<file path="config.mk">
export PLATFORM = sky130hd
export DESIGN_NAME = adaptive_band_vibration_trigger
export DESIGN_NICKNAME = d
export VERILOG_FILES = /design/src/sv/abvt_pkg.sv /design/src/sv/adaptive_band_vibration_trigger.sv /design/src/sv/abvt_div.sv
export SDC_FILE = /design/constraint.sdc
export NUM_CORES = 1
export LEC_CHECK = 0
export ABC_AREA = 0
export BUFFER_PORTS_ARGS = -buffer_cell sky130_fd_sc_hd__buf_2
export CORE_ASPECT_RATIO = 0.6
export CORE_UTILIZATION = 30
export CTS_BUF_LIST = sky130_fd_sc_hd__clkbuf_4 sky130_fd_sc_hd__clkbuf_8
export DETAILED_ROUTE_END_ITERATION = 6
export PLACE_DENSITY = 0.44
export SYNTH_ARGS = -nofsm -noshare
export SYNTH_HDL_FRONTEND = slang
export SYNTH_SLANG_ARGS = --single-unit
</file>
<file path="constraint.sdc">
create_clock -name clock -period 8.1 [get_ports clock]
set_clock_uncertainty 0.1 [all_clocks]
set_input_delay 2.025 -clock clock [delete_from_list [all_inputs] [get_ports clock]]
set_output_delay 2.025 -clock clock [all_outputs]
set_load 0.02 [all_outputs]
</file>
<file path="src/sv/abvt_pkg.sv">
`timescale 1ns / 1ps
// ----------------------------------------------------------------------------
// abvt_pkg: shared constants for the adaptive band vibration trigger
// Field widths, arithmetic constants, divider sizing and register indexes.
// ----------------------------------------------------------------------------
package abvt_pkg;

   localparam int SAMPLE_BITS = 10;
   localparam int ID_BITS     = 8;
   localparam int BAND_BITS   = 8;
   localparam int BYTE_BITS   = 8;

   localparam logic [SAMPLE_BITS-1:0] SAMPLE_MAX = {SAMPLE_BITS{1'b1}};

   // baseline update: avg = (AVG_OLD*avg + AVG_NEW*sample) / AVG_DIV
   localparam int AVG_OLD  = 7;
   localparam int AVG_NEW  = 3;
   localparam int AVG_DIV  = 10;
   localparam int BAND_MAX = 200;

   // Dividend covers sample*BAND_MAX, which also covers the baseline sum
   localparam int DIV_BITS = SAMPLE_BITS + 8;
   localparam int CNT_BITS = $clog2(DIV_BITS);

   // Reset values
   localparam logic [ID_BITS-1:0]     RST_SENSOR_ID  = ID_BITS'(2);
   localparam logic [SAMPLE_BITS-1:0] RST_FULL_SCALE = SAMPLE_BITS'(1023);
   localparam logic [SAMPLE_BITS-1:0] RST_PIEZO      = SAMPLE_BITS'(1);
   localparam logic [BAND_BITS-1:0]   RST_BAND       = BAND_BITS'(1);
   localparam logic [SAMPLE_BITS-1:0] RST_AVG        = SAMPLE_BITS'(512);
   localparam logic [SAMPLE_BITS-1:0] RST_THRESH     = SAMPLE_BITS'(127);

   typedef enum logic {
      CSR_SENSOR_ID  = 1'b0,
      CSR_FULL_SCALE = 1'b1
   } csr_index_type;

   typedef enum logic {
      MODE_KNOB  = 1'b0,
      MODE_PIEZO = 1'b1
   } mode_type;

endpackage

</file>
<file path="src/sv/adaptive_band_vibration_trigger.sv">
`timescale 1ns / 1ps
// ----------------------------------------------------------------------------
// adaptive_band_vibration_trigger: piezo band trigger with adaptive baseline
// Piezo words update a running baseline, knob words set the band and the
// thresholds; every word yields one result word with the trigger flag.
// ----------------------------------------------------------------------------
//  channel   direction  handshake              payload
//  req_      in         req_valid / req_stall  req_mode, req_sample
//  rsp_      out        rsp_valid / rsp_stall  rsp_triggered, rsp_packet_id,
//                                              rsp_piezo_byte, rsp_band_width,
//                                              rsp_baseline
//  csr_      in         csr_valid / csr_ready  csr_index, csr_data
//
//  Each word runs through the bit-serial divider (one quotient bit per cycle),
//  then an update step folds the quotient into the state and the result.
//  One word is in flight at a time; req_stall is high from accept until the
//  result has been loaded into the output register.
//  A stalled result holds in the output register; the next word may be taken
//  while it waits. Reset is synchronous and restores all state and registers but the divider's datapath.
// ----------------------------------------------------------------------------
module adaptive_band_vibration_trigger (
   input  logic                                clock,
   input  logic                                reset,
   input  logic                                req_valid,
   output logic                                req_stall,
   input  logic                                req_mode,
   input  logic [abvt_pkg::SAMPLE_BITS-1:0]    req_sample,
   output logic                                rsp_valid,
   input  logic                                rsp_stall,
   output logic                                rsp_triggered,
   output logic [abvt_pkg::ID_BITS-1:0]        rsp_packet_id,
   output logic [abvt_pkg::BYTE_BITS-1:0]      rsp_piezo_byte,
   output logic [abvt_pkg::BAND_BITS-1:0]      rsp_band_width,
   output logic [abvt_pkg::SAMPLE_BITS-1:0]    rsp_baseline,
   input  logic                                csr_valid,
   output logic                                csr_ready,
   input  logic                                csr_index,
   input  logic [abvt_pkg::SAMPLE_BITS-1:0]    csr_data
);

   typedef enum logic [1:0] {
      ST_IDLE,
      ST_DIV,
      ST_DONE
   } state_type;

   state_type                        state_ff;
   logic                             mode_ff;
   logic [abvt_pkg::SAMPLE_BITS-1:0] sample_ff;
   logic [abvt_pkg::ID_BITS-1:0]     sensor_id_ff;
   logic [abvt_pkg::SAMPLE_BITS-1:0] full_scale_ff;
   logic [abvt_pkg::SAMPLE_BITS-1:0] piezo_ff, piezo_in;
   logic [abvt_pkg::BAND_BITS-1:0]   band_ff, band_in;
   logic [abvt_pkg::SAMPLE_BITS-1:0] avg_ff, avg_in;
   logic [abvt_pkg::SAMPLE_BITS-1:0] low_ff, low_in;
   logic [abvt_pkg::SAMPLE_BITS-1:0] high_ff, high_in;
   logic                             rsp_valid_ff;
   logic                             trig_ff, trig_in;
   logic [abvt_pkg::ID_BITS-1:0]     out_id_ff;
   logic [abvt_pkg::BYTE_BITS-1:0]   out_byte_ff;
   logic [abvt_pkg::BAND_BITS-1:0]   out_band_ff;
   logic [abvt_pkg::SAMPLE_BITS-1:0] out_avg_ff;

   logic                             accept;
   logic                             commit;
   logic [abvt_pkg::DIV_BITS-1:0]    dividend;
   logic [abvt_pkg::SAMPLE_BITS-1:0] divisor;
   logic                             div_done;
   logic [abvt_pkg::DIV_BITS-1:0]    quotient;
   logic [abvt_pkg::SAMPLE_BITS:0]   high_sum;

   assign accept    = (state_ff == ST_IDLE) && req_valid;
   assign req_stall = (state_ff != ST_IDLE);
   assign commit    = (state_ff == ST_DONE) && (!rsp_valid_ff || !rsp_stall);
   assign csr_ready = 1'b1;

   // Piezo: 7*avg + 3*sample over ten. Knob: sample*200 over full scale.
   always_comb begin
      if (req_mode == abvt_pkg::MODE_PIEZO) begin
         dividend = abvt_pkg::DIV_BITS'(avg_ff) * abvt_pkg::DIV_BITS'(abvt_pkg::AVG_OLD)
                  + abvt_pkg::DIV_BITS'(req_sample) * abvt_pkg::DIV_BITS'(abvt_pkg::AVG_NEW);
         divisor  = abvt_pkg::SAMPLE_BITS'(abvt_pkg::AVG_DIV);
      end else begin
         dividend = abvt_pkg::DIV_BITS'(req_sample)
                  * abvt_pkg::DIV_BITS'(abvt_pkg::BAND_MAX);
         divisor  = full_scale_ff;
      end
   end

   abvt_div u_div (
      .clock    (clock),
      .reset    (reset),
      .start    (accept),
      .dividend (dividend),
      .divisor  (divisor),
      .done     (div_done),
      .quotient (quotient)
   );

   // Fold the quotient into the state and work out the trigger
   always_comb begin
      piezo_in = piezo_ff;
      band_in  = band_ff;
      avg_in   = avg_ff;
      low_in   = low_ff;
      high_in  = high_ff;
      high_sum = '0;
      if (mode_ff == abvt_pkg::MODE_PIEZO) begin
         piezo_in = sample_ff;
         avg_in   = quotient[abvt_pkg::SAMPLE_BITS-1:0];
      end else begin
         if (quotient > abvt_pkg::DIV_BITS'(abvt_pkg::BAND_MAX)) begin
            band_in = abvt_pkg::BAND_BITS'(abvt_pkg::BAND_MAX);
         end else begin
            band_in = quotient[abvt_pkg::BAND_BITS-1:0];
         end
         // saturate low at zero and high at full range
         if (avg_ff > abvt_pkg::SAMPLE_BITS'(band_in)) begin
            low_in = avg_ff - abvt_pkg::SAMPLE_BITS'(band_in);
         end else begin
            low_in = '0;
         end
         high_sum = {1'b0, avg_ff} + (abvt_pkg::SAMPLE_BITS + 1)'(band_in);
         if (high_sum > {1'b0, abvt_pkg::SAMPLE_MAX}) begin
            high_in = abvt_pkg::SAMPLE_MAX;
         end else begin
            high_in = high_sum[abvt_pkg::SAMPLE_BITS-1:0];
         end
      end
      trig_in = (piezo_in < low_in) || (piezo_in > high_in);
   end

   always_ff @(posedge clock) begin
      if (reset) begin
         state_ff      <= ST_IDLE;
         mode_ff       <= 1'b0;
         sample_ff     <= '0;
         sensor_id_ff  <= abvt_pkg::RST_SENSOR_ID;
         full_scale_ff <= abvt_pkg::RST_FULL_SCALE;
         piezo_ff      <= abvt_pkg::RST_PIEZO;
         band_ff       <= abvt_pkg::RST_BAND;
         avg_ff        <= abvt_pkg::RST_AVG;
         low_ff        <= abvt_pkg::RST_THRESH;
         high_ff       <= abvt_pkg::RST_THRESH;
         rsp_valid_ff  <= 1'b0;
         trig_ff       <= 1'b0;
         out_id_ff     <= '0;
         out_byte_ff   <= '0;
         out_band_ff   <= '0;
         out_avg_ff    <= '0;
      end else begin
         if (csr_valid) begin
            case (csr_index)
               abvt_pkg::CSR_SENSOR_ID: begin
                  sensor_id_ff <= csr_data[abvt_pkg::ID_BITS-1:0];
               end
               abvt_pkg::CSR_FULL_SCALE: begin
                  full_scale_ff <= csr_data;
               end
               default: begin
               end
            endcase
         end

         // drop the result word once taken, unless a new one replaces it
         if (rsp_valid_ff && !rsp_stall && !commit) begin
            rsp_valid_ff <= 1'b0;
         end

         case (state_ff)
            ST_IDLE: begin
               if (accept) begin
                  mode_ff   <= req_mode;
                  sample_ff <= req_sample;
                  state_ff  <= ST_DIV;
               end
            end
            ST_DIV: begin
               if (div_done) begin
                  state_ff <= ST_DONE;
               end
            end
            ST_DONE: begin
               // hold until the output register is free
               if (commit) begin
                  piezo_ff     <= piezo_in;
                  band_ff      <= band_in;
                  avg_ff       <= avg_in;
                  low_ff       <= low_in;
                  high_ff      <= high_in;
                  rsp_valid_ff <= 1'b1;
                  trig_ff      <= trig_in;
                  out_id_ff    <= sensor_id_ff;
                  out_byte_ff  <= piezo_in[abvt_pkg::BYTE_BITS-1:0];
                  out_band_ff  <= band_in;
                  out_avg_ff   <= avg_in;
                  state_ff     <= ST_IDLE;
               end
            end
            default: begin
               state_ff <= ST_IDLE;
            end
         endcase
      end
   end

   assign rsp_valid      = rsp_valid_ff;
   assign rsp_triggered  = trig_ff;
   assign rsp_packet_id  = out_id_ff;
   assign rsp_piezo_byte = out_byte_ff;
   assign rsp_band_width = out_band_ff;
   assign rsp_baseline   = out_avg_ff;

endmodule

</file>
<file path="src/sv/abvt_div.sv">
`timescale 1ns / 1ps
// ----------------------------------------------------------------------------
// abvt_div: bit-serial restoring divider
// Shifts the dividend in one bit per cycle, one quotient bit out per cycle.
// ----------------------------------------------------------------------------
module abvt_div (
   input  logic                                 clock,
   input  logic                                 reset,
   input  logic                                 start,
   input  logic [abvt_pkg::DIV_BITS-1:0]        dividend,
   input  logic [abvt_pkg::SAMPLE_BITS-1:0]     divisor,
   output logic                                 done,
   output logic [abvt_pkg::DIV_BITS-1:0]        quotient
);

   logic [abvt_pkg::DIV_BITS-1:0]    shift_ff, shift_in;
   logic [abvt_pkg::SAMPLE_BITS-1:0] rem_ff, rem_in;
   logic [abvt_pkg::SAMPLE_BITS-1:0] divisor_ff, divisor_in;
   logic [abvt_pkg::CNT_BITS-1:0]    count_ff, count_in;
   logic                             busy_ff, busy_in;
   logic                             done_ff, done_in;
   logic [abvt_pkg::SAMPLE_BITS:0]   trial;
   logic [abvt_pkg::SAMPLE_BITS:0]   diff;
   logic                             ge;

   // A zero divisor gives an all-ones quotient, which saturates downstream
   assign trial = {rem_ff, shift_ff[abvt_pkg::DIV_BITS-1]};
   assign ge    = trial >= {1'b0, divisor_ff};
   assign diff  = trial - {1'b0, divisor_ff};

   always_comb begin
      shift_in   = shift_ff;
      rem_in     = rem_ff;
      divisor_in = divisor_ff;
      count_in   = count_ff;
      busy_in    = busy_ff;
      done_in    = 1'b0;
      if (start) begin
         shift_in   = dividend;
         rem_in     = '0;
         divisor_in = divisor;
         count_in   = '0;
         busy_in    = 1'b1;
      end else if (busy_ff) begin
         rem_in   = ge ? diff[abvt_pkg::SAMPLE_BITS-1:0] : trial[abvt_pkg::SAMPLE_BITS-1:0];
         shift_in = {shift_ff[abvt_pkg::DIV_BITS-2:0], ge};
         count_in = count_ff + 1'b1;
         if (count_ff == abvt_pkg::CNT_BITS'(abvt_pkg::DIV_BITS - 1)) begin
            busy_in = 1'b0;
            done_in = 1'b1;
         end
      end
   end

   always_ff @(posedge clock) begin
      shift_ff   <= shift_in;
      rem_ff     <= rem_in;
      divisor_ff <= divisor_in;
      count_ff   <= count_in;
      if (reset) begin
         busy_ff <= 1'b0;
         done_ff <= 1'b0;
      end else begin
         busy_ff <= busy_in;
         done_ff <= done_in;
      end
   end

   assign done     = done_ff;
   assign quotient = shift_ff;

endmodule

</file>
Word-level counts from Yosys, hierarchy flattened
Index checks and enable logic that the tools add are counted.

cells by class
  $mul = 3
  add/subtract/negate cells = 5
  reduce and logical (&&, ||, !) cells = 18
  equality and inequality tests = 6
  muxes and demuxes = 24
  magnitude comparators = 6
  bitwise gates (word level) = 2

operator list
  kind                                                              count
  two-way mux 10 bit                                                7
  two-way mux 18 bit                                                3
  two-way mux 8 bit                                                 3
  greater-than comparator 18 x 8 -> 1 bit (second input constant)   1
  multiplier 10 x 5 -> 15 bit (second input constant)               1
  adder 13 x 12 -> 14 bit                                           1
  multiplier 10 x 3 -> 13 bit (second input constant)               1
  multiplier 10 x 2 -> 12 bit (second input constant)               1
  adder 10 x 8 -> 11 bit                                            1
  >= comparator 11 x 10 -> 1 bit                                    1
  greater-than comparator 11 x 10 -> 1 bit (second input constant)  1
  greater-than comparator 10 bit                                    1
  greater-than comparator 10 x 8 -> 1 bit                           1
  less-than comparator 10 bit                                       1
  subtractor 10 bit                                                 1
  subtractor 10 x 8 -> 10 bit                                       1
  AND reduction 2 bit                                               4
  two-way mux 1 bit                                                 7
  two-way mux 2 bit                                                 3
  case mux 2 bit (3 select lines)                                   1
  adder 5 x 1 -> 5 bit (second input constant)                      1
  equality test 5 bit (second input constant)                       1
  logical AND 1 bit                                                 4
  inequality test 2 bit (second input constant)                     2
  10 further kinds                                                  15

storage, ports and cells
  input bits = 27
  flip-flop bits (word level) = 160
  word-level logic and storage cells = 86

Longest topological paths before layout
Gate-level depths: netlist of run 1.

  depth in word-level cells = 9
  gate-level depth with buffers = 22
  depth with buffers taken out = 22

Modules after synthesis
From an unflattened synthesis of run 1, not the netlist that was laid out.

unflattened totals
  cells, all modules = 1082
  area, all modules = 9673.0 sq um

modules (own cells, without submodules)
  module                           area an instance (sq um)  cells an instance  sequential area each (sq um)  times used
  adaptive_band_vibration_trigger  7329.5                    882                1841.8                        1
  abvt_div                         2343.5                    200                1181.1                        1

Least setup slack after synthesis of run 1
OpenSTA, ideal clock, no wires.

  kind = input to register
  from = input port req_sample[1] (netlist bit)
  to = register u_div.shift_ff (netlist bit u_div.quotient[12]) (data pin)
  data arrival time = 4.969 ns
  path buffers = 0
  path slack = 2.761 ns
  library setup time = 0.270 ns
  stages on the path = 13
  cell sequence = fa_1 > inv_1 > fa_1 > fa_1 > inv_1 > ha_1 > a211oi_1 > o21ai_0 > nand3_1 > o21ai_1 > o31ai_1 > xnor2_1 > o311ai_1

on the way
  word-level cells in the longest chain between the ends = 4

ends and longest elaborated chain
  item                          line                                   RTL
  from (decl)                   adaptive_band_vibration_trigger.sv:27  input logic [abvt_pkg::SAMPLE_BITS-1:0] req_sample,
  multiplier 10 x 2 -> 12 bit   adaptive_band_vibration_trigger.sv:81  + abvt_pkg::DIV_BITS'(req_sample) * abvt_pkg::DIV_BITS'(abvt_pkg::AVG_NEW);
  adder 13 x 12 -> 14 bit       adaptive_band_vibration_trigger.sv:81
  two-way mux 18 bit (*)        adaptive_band_vibration_trigger.sv:79  if (req_mode == abvt_pkg::MODE_PIEZO) begin
  two-way mux 18 bit (*)        abvt_div.sv:38                         if (start) begin
  via u_div.shift_in (one bit)  abvt_div.sv:16                         logic [abvt_pkg::DIV_BITS-1:0] shift_ff, shift_in;
  to (signal assigned)          abvt_div.sv:56                         shift_ff <= shift_in;
  to (decl)                     abvt_div.sv:16

Mark *: on every way through the listed nets, which the timed path passes. The rest lies on a longest branch.
A chain may end at the register's enable or synchronous reset.

Worst setup path in the final report of run 1
  from = register u_div.shift_ff (netlist bit u_div.quotient[8])
  to = register trig_ff (netlist: rsp_triggered)

on the way
  word-level cells in the longest chain between the ends = 9

ends and longest elaborated chain
  item                                         line                                    RTL
  greater-than comparator 18 x 8 -> 1 bit (*)  adaptive_band_vibration_trigger.sv:112  if (quotient > abvt_pkg::DIV_BITS'(abvt_pkg::BAND_MAX)) begin
  two-way mux 8 bit (*)                        adaptive_band_vibration_trigger.sv:112
  two-way mux 8 bit (*)                        adaptive_band_vibration_trigger.sv:108  if (mode_ff == abvt_pkg::MODE_PIEZO) begin
  adder 10 x 8 -> 11 bit                       adaptive_band_vibration_trigger.sv:123  high_sum = {1'b0, avg_ff} + (abvt_pkg::SAMPLE_BITS + 1)'(band_in);
  greater-than comparator 11 x 10 -> 1 bit     adaptive_band_vibration_trigger.sv:124  if (high_sum > {1'b0, abvt_pkg::SAMPLE_MAX}) begin
  two-way mux 10 bit                           adaptive_band_vibration_trigger.sv:124
  two-way mux 10 bit                           adaptive_band_vibration_trigger.sv:108
  greater-than comparator 10 bit               adaptive_band_vibration_trigger.sv:130  trig_in = (piezo_in < low_in) || (piezo_in > high_in);
  logical OR 1 bit (*)                         adaptive_band_vibration_trigger.sv:130
  to (signal assigned)                         adaptive_band_vibration_trigger.sv:192  trig_ff <= trig_in;
  to (decl)                                    adaptive_band_vibration_trigger.sv:58   logic trig_ff, trig_in;

Every way passes the cells marked *; elsewhere a longest branch is shown, timed or not. The select of a mux whose other input is x is not followed.

==> flow_summary.toml, run 1 <==
[logic_synthesis]
synth-seq-cells = 137
synth_ff_type = "dfxtp_1"
syn_inst = 1053
yosysWarnings = 0
synth_edf_count = 28
avgSynthCellArea_um2 = 8.98
yosysTopAreaCell = "dfxtp_1"
async_flop_share = 0
synth.net_count = 1215
yosysUniqueCellTypes = 78
synth_seq_area_share = 0.320
syn_area_um2 = 9460
yosysTopAreaCellShare = 0.231
synth_area_leaders = "dfxtp_1 (23%), ha_1 (13%), edfxtp_1 (8.9%)"

[cells_and_area]
drive_gt1_frac = 0.129
syn_to_final_growth_pct = 9.24
nets = 1230
final_area_um2 = 10300
n_antenna_cell = 0

[timing]
report.final.slew_viol_count = 0
grt_setup_unrepaired = "false"
worstMarginPinSlew_ns = 1.04
timing.slew.headroom = 0.304
hold_viol_final = 0
max_freq_mhz = 186
period_share = 0.665
tns_ns = 0
period_needed_ns = 5.39
finalSetupViolCount = 0

[global_routing]
grt_max_degree = 92
track_usage = 0.169
antenna_found_initial = 0
grt_first_pass_wirelength_um = 41400
overflow = 0
first_global_vias = 6986

[placed_design]
port_buffers = 63
placed_area_um2 = 9940
gp_congestion = 0.810
hpwl_um = 19900

[route]
routedWlPerCell_um = 17.5
vias_per_cell = 4.92
drc = 0
final_antenna_net_count = 0
vias = 7326
wl_um = 26100
drtPass1Iterations = 6
dr.first_iter.drc_count = 489

[die]
die_area_um2 = 32300
fp.dieW_um = 231
initial_core_util = 0.310
die_h_um = 140
core_area_um2 = 30500
ios = 65
row_count = 49

[clock_network]
htreeDepth = 4
post_cts_buffers = 0
clk_path_buf_depth = 2
clk_latency_ns = 0.48
numClockSinks = 137
clk_pin_slew_ns = 0.08
cts_resized = 0
hold_buffers = 0
cts_tree = "done"
cts-root-buf = "clkbuf_8"
numCtsBuffers = 17

[critical_path]
r2r_start = "u_div.quotient[8]"
r2r_cells = 19
rr_endpoint = "rsp_triggered"
required_ns = 8.38
start_kind = "register"
worstPathArrival_ns = 5.67
reg2reg_slack_ns = 2.71
path_max_fanout = 6
timing_worst_setup_path_type = "reg -> reg"
worstSetupEndpointType = "register"

[flow_run]
maxCapViolations = 0

[power]
power_density_nw_per_um2 = 173
irDropWorstVdd_mv = 0.0975
p_leak_nw = 4.49

[worst_hold_path]
hp-class = "reg -> reg"
holdPathEnd = "rsp_packet_id[7]"
hold_depth = 2
worstHoldStart = "rsp_packet_id[7]"

[outcome]
status = "complete, no violations"
-- cells in the mapped netlist, types with 18 or more instances --
cell type  instances
nand2_1          136
ha_1             100
xnor2_1           32
o21ai_0           33
nor2b_1           18
inv_1             71
a21oi_1           90
dfxtp_1          109
nand3_1           22
buf_4             25
edfxtp_1          28
clkbuf_1          38
fa_1              35
nor2_1            64
-- registers in the layout, indices dropped and copies added (netlist names), 2 cells and up --
register          count
avg_ff               10
sensor_id_ff          8
rsp_packet_id         8
state_ff              2
full_scale_ff        10
low_ff               10
band_ff               8
u_div.rem_ff         10
piezo_ff             10
sample_ff            10
u_div.divisor_ff     10
high_ff              10
u_div.count_ff        5
u_div.quotient       18
-- metrics by stage --
| stage | hold slack (ns) | std cells | util | power, W | worst slack, ns |
|---|---|---|---|---|---|
| 6_report | 0.351 | 1489 | 0.339 | 0.00178 | 2.71 |
| 5_1_grt | 0.372 | 1489 | 0.339 | 0.00190 | 2.38 |
| 4_1_cts | 0.356 | 1489 | 0.339 | 0.00181 | 2.79 |
| 3_5_place_dp | 0.344 | 1457 | 0.326 | 0.00123 | 2.32 |
| 3_3_place_gp | 0.339 | 1457 | 0.326 | 0.00123 | 2.39 |
| 2_1_floorplan | 0.327 | 1053 | - | 0.00110 | 2.76 |
-- layout by cell type (no fill, tap or decap), types with 12 or more instances in the layout --
| master | instances |
|---|---|
| nor2b_1 | 18 |
| nor3_1 | 14 |
| a211o_1 | 14 |
| clkbuf_8 | 20 |
| a211oi_1 | 12 |
| a21o_1 | 15 |
| fa_1 | 35 |
| nand2_1 | 135 |
| nand3_1 | 22 |
| nor2_1 | 64 |
| o21ai_0 | 33 |
| xnor2_1 | 32 |
| dfxtp_1 | 109 |
| edfxtp_1 | 28 |
| and3_1 | 15 |
| inv_1 | 71 |
| mux2i_1 | 15 |
| a21oi_1 | 90 |
| buf_2 | 62 |
| nand2b_1 | 12 |
| ha_1 | 100 |
-- worst max path at each step --
| stage | to | from | slack (ns) | cells past startpoint |
|---|---|---|---|---|
| 2_1_floorplan | u_div.quotient[12] | req_sample[1] | 2.76 | 13 |
| 3_3_place_gp | u_div.quotient[12] | req_sample[1] | 2.39 | 14 |
| 3_5_place_dp | u_div.quotient[12] | req_sample[1] | 2.32 | 14 |
| 4_1_cts | rsp_triggered | u_div.quotient[8] | 2.79 | 22 |
| 5_1_grt | rsp_triggered | u_div.quotient[8] | 2.38 | 19 |
| 6_report | rsp_triggered | u_div.quotient[8] | 2.71 | 19 |
-- power breakdown --
group          internal, W  switching (W)  leakage (nW)
Clock             0.000279       0.000290         0.201
Sequential        0.000743      0.0000350          1.16
Combinational     0.000178       0.000258          3.13
-- cell type report --
cell class,instances,area [um2]
Clock buffer,23,298
Inverter,73,274
Timing Repair Buffer,68,355
Sequential cell,137,3020
Fill cell,3167,20100
Clock inverter,9,88.8
Tap cell,408,510
Multi-Input combinational cell,771,5780
-- routing by layer --
layer	share of wire	vias up	track usage
met1	0.58	3486	0.278
li1	-	3688	-
met5	0	-	0
met2	0.37	136	0.213
met3	0.043	16	0.0365
met4	0.0074	0	0.0356
-- worst max-delay path, stage by stage, from the launching register on --
cell and delay, ns:
edfxtp_1 0.45, nor4_1 0.34, nand3_1 0.25, a31oi_1 0.45
nand2_1 0.18, inv_1 0.13, ha_1 0.15, inv_1 0.05
fa_1 0.44, a21oi_4 0.19, o21bai_4 0.09, a221oi_2 0.53
o22ai_1 0.38, a22oi_1 0.35, ha_1 0.31, a21o_1 0.16
a21o_1 0.17, a211oi_1 0.22, o31ai_1 0.10, a211oi_1 0.24
-- kinds of logic after synthesis --
group	count (synthesis)	share of synthesized area
and+or+nand+nor	318	0.155
AOI/OAI and AO/OA	250	0.181
buffers and inverters	145	0.0701
DFF	137	0.320
adders and majority gates	135	0.206
xor gates and xnor gates	41	0.0380
muxes	26	0.0290
other	1	0.000397
Power figures use the tool's default switching activity.
==> run 2, diff against run 1 <==
- ABC_AREA: 0 -> 1
- clock period: 8.1 -> 5.4 ns (I/O delays scaled with it)
==> flow_summary.toml, run 2 <==
[outcome]
status = "complete, no violations"

[power]
p_leak_nw = 5.00
power_density_nw_per_um2 = 272
irDropWorstVdd_mv = 0.168
fin_total_pwr_w = 0.00287

[global_routing]
grt_first_pass_wirelength_um = 45100
first_global_vias = 7675
grt_max_degree = 61
track_usage = 0.184
antenna_found_initial = 0
overflow = 0

[worst_hold_path]
hold_depth = 2
hp-class = "reg -> reg"
holdPathEnd = "piezo_ff[8]"
worstHoldStart = "piezo_ff[8]"

[critical_path]
timing_worst_setup_path_type = "reg -> reg"
worstSetupEndpointType = "register"
reg2reg_slack_ns = 0.85
required_ns = 5.69
start_kind = "register"
rr_endpoint = "rsp_triggered"
worstPathArrival_ns = 4.84
r2r_start = "u_div.quotient[2]"
path_max_fanout = 8
r2r_cells = 24

[timing]
grt_setup_unrepaired = "false"
period_share = 0.842
max_freq_mhz = 220
timing.slew.headroom = 0.366
worstMarginPinSlew_ns = 0.948
finalSetupViolCount = 0
fin_ws_ns = 0.854
hold_viol_final = 0
report.final.slew_viol_count = 0
tns_ns = 0
period_needed_ns = 4.55

[logic_synthesis]
synth-seq-cells = 137
avgSynthCellArea_um2 = 7.82
yosysWarnings = 0
synth_ff_type = "dfxtp_1"
yosysTopAreaCellShare = 0.228
synth.net_count = 1384
syn_inst = 1222
async_flop_share = 0
synth_most_common_cell = "nand2_1"
synth_edf_count = 28
synth_seq_area_share = 0.316
yosysUniqueCellTypes = 54
synth_area_leaders = "dfxtp_1 (23%), ha_1 (13%), edfxtp_1 (8.8%)"
syn_area_um2 = 9560
yosysTopAreaCell = "dfxtp_1"
netlist_top_cells_count = "nand2_1 (188), inv_1 (173), dfxtp_1 (109)"

[placed_design]
place_ws_ns = 0.616
placed_area_um2 = 10100
port_buffers = 63
gp_congestion = 0.825
hpwl_um = 22400

[clock_network]
clk_latency_ns = 0.50
cts_tree = "done"
numClockSinks = 137
numCtsBuffers = 17
cts_resized = 0
clk_path_buf_depth = 2
post_cts_buffers = 0
clk_pin_slew_ns = 0.09
cts-root-buf = "clkbuf_8"
hold_buffers = 0
htreeDepth = 4

[die]
die_area_um2 = 32600
die_h_um = 140
core_area_um2 = 31300
row_count = 50
ios = 65
initial_core_util = 0.306
fp.dieW_um = 232

[route]
dr.max_layer_used = "met4"
drtPass1Iterations = 7
wl_met2_um = 10100
final_antenna_net_count = 0
routedWlPerCell_um = 17.3
drc = 0
wl_um = 29100
vias_per_cell = 4.87
vias = 8190
met1_length_um = 16700
dr.first_iter.drc_count = 731
wl_met3_um = 1940

[cells_and_area]
fill_cells = 3393
drive_gt1_frac = 0.117
largest_register_ffs = 18
nets = 1414
mostFrequentLayoutCells = "nand2_1 (188), inv_1 (172), dfxtp_1 (109), o21ai_0 (108), a21oi_1 (108)"
layout_commonest_cell = "nand2_1"
finish.utilization = 0.338
syn_to_final_growth_pct = 10.4
n_antenna_cell = 0
final_area_um2 = 10600

[flow_run]
maxCapViolations = 0
## run 2: cell types whose count changed after synthesis, moves of 14 or more
cell,change
mux2i_1,-14
a21oi_1,+18
nor2b_1,-18
o21ai_0,+75
nand2_1,+52
nand3_1,+23
a211o_1,-14
o211ai_1,+15
nor2_1,+37
xnor2_1,-31
and3_1,-15
inv_1,+102
## run 2: kinds of logic (layout without fill, tap and decap cells)
family	after synthesis	after routing	synth area share
adder cells (fa/ha/maj)	135	135	0.204
flip-flops	137	137	0.316
XOR/XNOR	22	22	0.0202
buffers and inverters	244	287	0.107
AND/OR/NAND/NOR	392	392	0.176
other	1	1	0.000392
AO/OA/AOI/OAI	290	290	0.175
multiplexers	1	1	0.00105
## run 2: how the worst max path moves through the flow
| stage | start | endpoint | slack (ns) | cells after the start |
|---|---|---|---|---|
| 2_1_floorplan | req_sample[1] | u_div.quotient[10] | 1.00 | 16 |
| 3_3_place_gp | req_sample[2] | u_div.quotient[10] | 0.65 | 15 |
| 3_5_place_dp | req_sample[2] | u_div.quotient[10] | 0.62 | 15 |
| 4_1_cts | u_div.quotient[12] | rsp_triggered | 0.89 | 22 |
| 5_1_grt | u_div.quotient[1] | rsp_triggered | 0.40 | 24 |
| 6_report | u_div.quotient[2] | rsp_triggered | 0.85 | 24 |
## run 2: final cells by class
| cell class | instances | area [um2] | share of cell area |
|---|---|---|---|
| multi-input cells | 841 | 5520 | 0.522 |
| flip-flops and latches | 137 | 3020 | 0.286 |
| clock buffers | 17 | 234 | 0.0222 |
| inverters | 182 | 686 | 0.0649 |
| repair buffers | 73 | 390 | 0.0370 |
| well taps | 416 | 520 | 0.0493 |
| clock inverters | 15 | 189 | 0.0179 |
## run 2: power by group
| part | switching (W) | leakage (nW) | internal (W) |
|---|---|---|---|
| sequential | 0.0000421 | 1.16 | 0.00112 |
| clock | 0.000478 | 0.214 | 0.000466 |
| combinational | 0.000500 | 3.63 | 0.000263 |
## run 2: per-stage QoR
stage,cells,hold slack (ns)
2_1_floorplan,1222,0.324
3_3_place_gp,1649,0.335
3_5_place_dp,1649,0.345
4_1_cts,1681,0.360
5_1_grt,1681,0.387
6_report,1681,0.357
## run 2: per-layer routing
| metal | vias up | track usage |
|---|---|---|
| met5 | - | 0 |
| met4 | 0 | 0.0433 |
| met2 | 252 | 0.223 |
| met3 | 22 | 0.0399 |
| li1 | 4095 | - |
| met1 | 3821 | 0.309 |
## run 2: critical path, stage by stage, from the launching register on
cell       delay, ns
edfxtp_1        0.44
inv_1           0.18
a31oi_1         0.11
o211ai_1        0.22
nand3_1         0.10
buf_4           0.20
nor2_1          0.22
ha_1            0.29
inv_1           0.08
fa_1            0.42
o21ai_0         0.17
nand2_1         0.07
nand2_1         0.11
a21oi_1         0.07
o21ai_0         0.19
xor2_1          0.26
nand2_1         0.10
o21ai_0         0.18
ha_1            0.31
nand2_1         0.09
nor2_1          0.05
o211ai_1        0.08
o2111ai_1       0.13
a21oi_1         0.20
a21oi_2         0.07
==> run 3, diff against run 2 <==
- ABC_AREA: 1 -> 0
- PLACE_DENSITY: 0.44 -> 0.46
- clock period: 5.4 -> 3.9 ns (I/O delays scaled with it)
==> flow_summary.toml, run 3 (same netlist as run 1, synthesis figures left out) <==
[outcome]
status = "complete, but fails checks"
violations = "negative setup slack"

[clock_network]
hold_buffers = 0
clk_pin_slew_ns = 0.08
numCtsBuffers = 17
clk_latency_ns = 0.48
clk_path_buf_depth = 2
cts_tree = "done"
cts-root-buf = "clkbuf_8"
htreeDepth = 4
numClockSinks = 137

[critical_path]
path_max_fanout = 5
rr_endpoint = "rsp_triggered"
startpoint = "u_div.quotient[9]"
max_stage_delay_ns = 0.42
crit_chain = "nor4_2 -> nand3_2 -> a31oi_4 -> nand2_2 -> inv_2 -> ha_4 -> inv_2 -> fa_2 -> a21oi_4 -> o21bai_4 -> a221oi_4 -> o22a_2 -> nor2_2 -> a21oi_2 -> ha_1 -> a21o_1 -> a21o_1 -> a21oi_1 -> nor2_1 -> a211oi_1 -> o31ai_1 -> a211oi_1"
worstPathArrival_ns = 4.64
crit_path_top_delay_cell = "edfxtp_1"
r2r_start = "u_div.quotient[9]"
reg2reg_slack_ns = -0.44
worstSetupEndpointType = "register"
required_ns = 4.20
r2r_cells = 22
timing_worst_setup_path_type = "reg -> reg"
endpoint = "rsp_triggered"
start_kind = "register"

[die]
fp.dieW_um = 231
core_area_um2 = 30500
row_count = 49
die_h_um = 140
initial_core_util = 0.310
ios = 65
die_area_um2 = 32300

[global_routing]
antenna_found_initial = 0
track_usage = 0.175
first_global_vias = 7679
grt_first_pass_wirelength_um = 43500
grt_max_degree = 51
overflow = 0

[route]
drc = 0
dr.first_iter.drc_count = 497
final_antenna_net_count = 0
vias = 7804
wl_um = 27100
drtPass1Iterations = 5
vias_per_cell = 4.84
routedWlPerCell_um = 16.8

[cells_and_area]
syn_to_final_growth_pct = 23.3
nets = 1354
mostFrequentLayoutCells = "nand2_1 (132), buf_4 (124), dfxtp_1 (109), ha_1 (92), a21oi_1 (85)"
final_cells = 1613
layout_commonest_cell = "nand2_1"
largest_register_ffs = 18
final_area_um2 = 11700
drive_gt1_frac = 0.256
n_antenna_cell = 0

[placed_design]
placed_area_um2 = 11000
placedCellCount = 1577
gp_congestion = 0.811
hpwl_um = 21200
port_buffers = 63

[timing]
period_share = 1.11
hold_viol_final = 0
finalSetupViolCount = 2
grt_setup_unrepaired = "true"
period_needed_ns = 4.34
fin_ws_ns = -0.439
tns_ns = -0.469
timing.slew.headroom = 0.322
max_freq_mhz = 230
worstMarginPinSlew_ns = 1.02
report.final.slew_viol_count = 0

[worst_hold_path]
hp-class = "reg -> reg"

[power]
p_leak_nw = 5.17
power_density_nw_per_um2 = 344
irDropWorstVdd_mv = 0.197

[flow_run]
maxCapViolations = 0
## run 3: changes by cell type in the layout (fill, tap and decap cells not counted), sizes merged, moves of 15 or more
cell,change
and3,+15
inv,-112
nor2,-37
nand2,-57
nor2b,+18
buf,+118
xnor2,+31
o21ai,-85
nand3,-24
a21oi,-17
## run 3: cell type report
class | instances | area, um2
clock buffers | 22 | 290
clock inverters | 10 | 140
fillers | 3132 | 18800
inverters | 73 | 274
multi-input cells | 771 | 6090
flip-flops and latches | 137 | 3020
well taps | 408 | 510
repair buffers | 192 | 1320
## run 3: per-layer routing
| metal | share of wire | GRT usage | vias up |
|---|---|---|---|
| met1 | 0.56 | 0.274 | 3697 |
| li1 | - | - | 3947 |
| met5 | 0 | 0 | - |
| met3 | 0.040 | 0.0346 | 12 |
| met4 | 0.0066 | 0.0331 | 0 |
| met2 | 0.40 | 0.242 | 148 |
## run 3: repair_timing
| item | CTS | global route |
|---|---|---|
| setup buffers | 1 | 3 |
| pin swaps | 15 | 22 |
| resized for setup | 18 | 29 |
| endpoints found under the setup margin | 3 | 11 |
## run 3: critical path: cells and delay by family (launching register included)
family                   cells  cell delay (ns)
AO/OA/AOI/OAI               12             2.13
flip-flops                   1             0.42
AND/OR/NAND/NOR              5             0.68
adder cells (fa/ha/maj)      3             0.78
buffers and inverters        2             0.13
## run 3: worst min path at each step
stage / from / end / slack [ns] / cells past startpoint
after floorplan: full_scale_ff[1] / full_scale_ff[1] / 0.33 / 1
after global placement: piezo_ff[9] / piezo_ff[9] / 0.34 / 2
after detailed placement: rsp_packet_id[6] / rsp_packet_id[6] / 0.34 / 2
after CTS: rsp_packet_id[6] / rsp_packet_id[6] / 0.36 / 2
after global routing: sensor_id_ff[3] / sensor_id_ff[3] / 0.37 / 2
final: rsp_packet_id[6] / rsp_packet_id[6] / 0.35 / 2
## run 3: report_power, final
| group | internal [W] | total, W | switching (W) |
|---|---|---|---|
| clock | 0.000700 | 0.00129 | 0.000591 |
| combinational | 0.000525 | 0.00111 | 0.000590 |
| sequential | 0.00154 | 0.00160 | 0.0000570 |
| total | 0.00277 | 0.00401 | 0.00124 |
## run 3: stage by stage
stage               setup WS, ns  hold WS [ns]  total power [W]   util
floorplan                 -0.209         0.327          0.00232      -
global placement          -0.593         0.339          0.00267  0.360
detailed placement        -0.581         0.344          0.00268  0.360
CTS                       -0.442         0.356          0.00400  0.377
global route              -0.670         0.374          0.00425  0.382
finish                    -0.439         0.354          0.00401  0.382
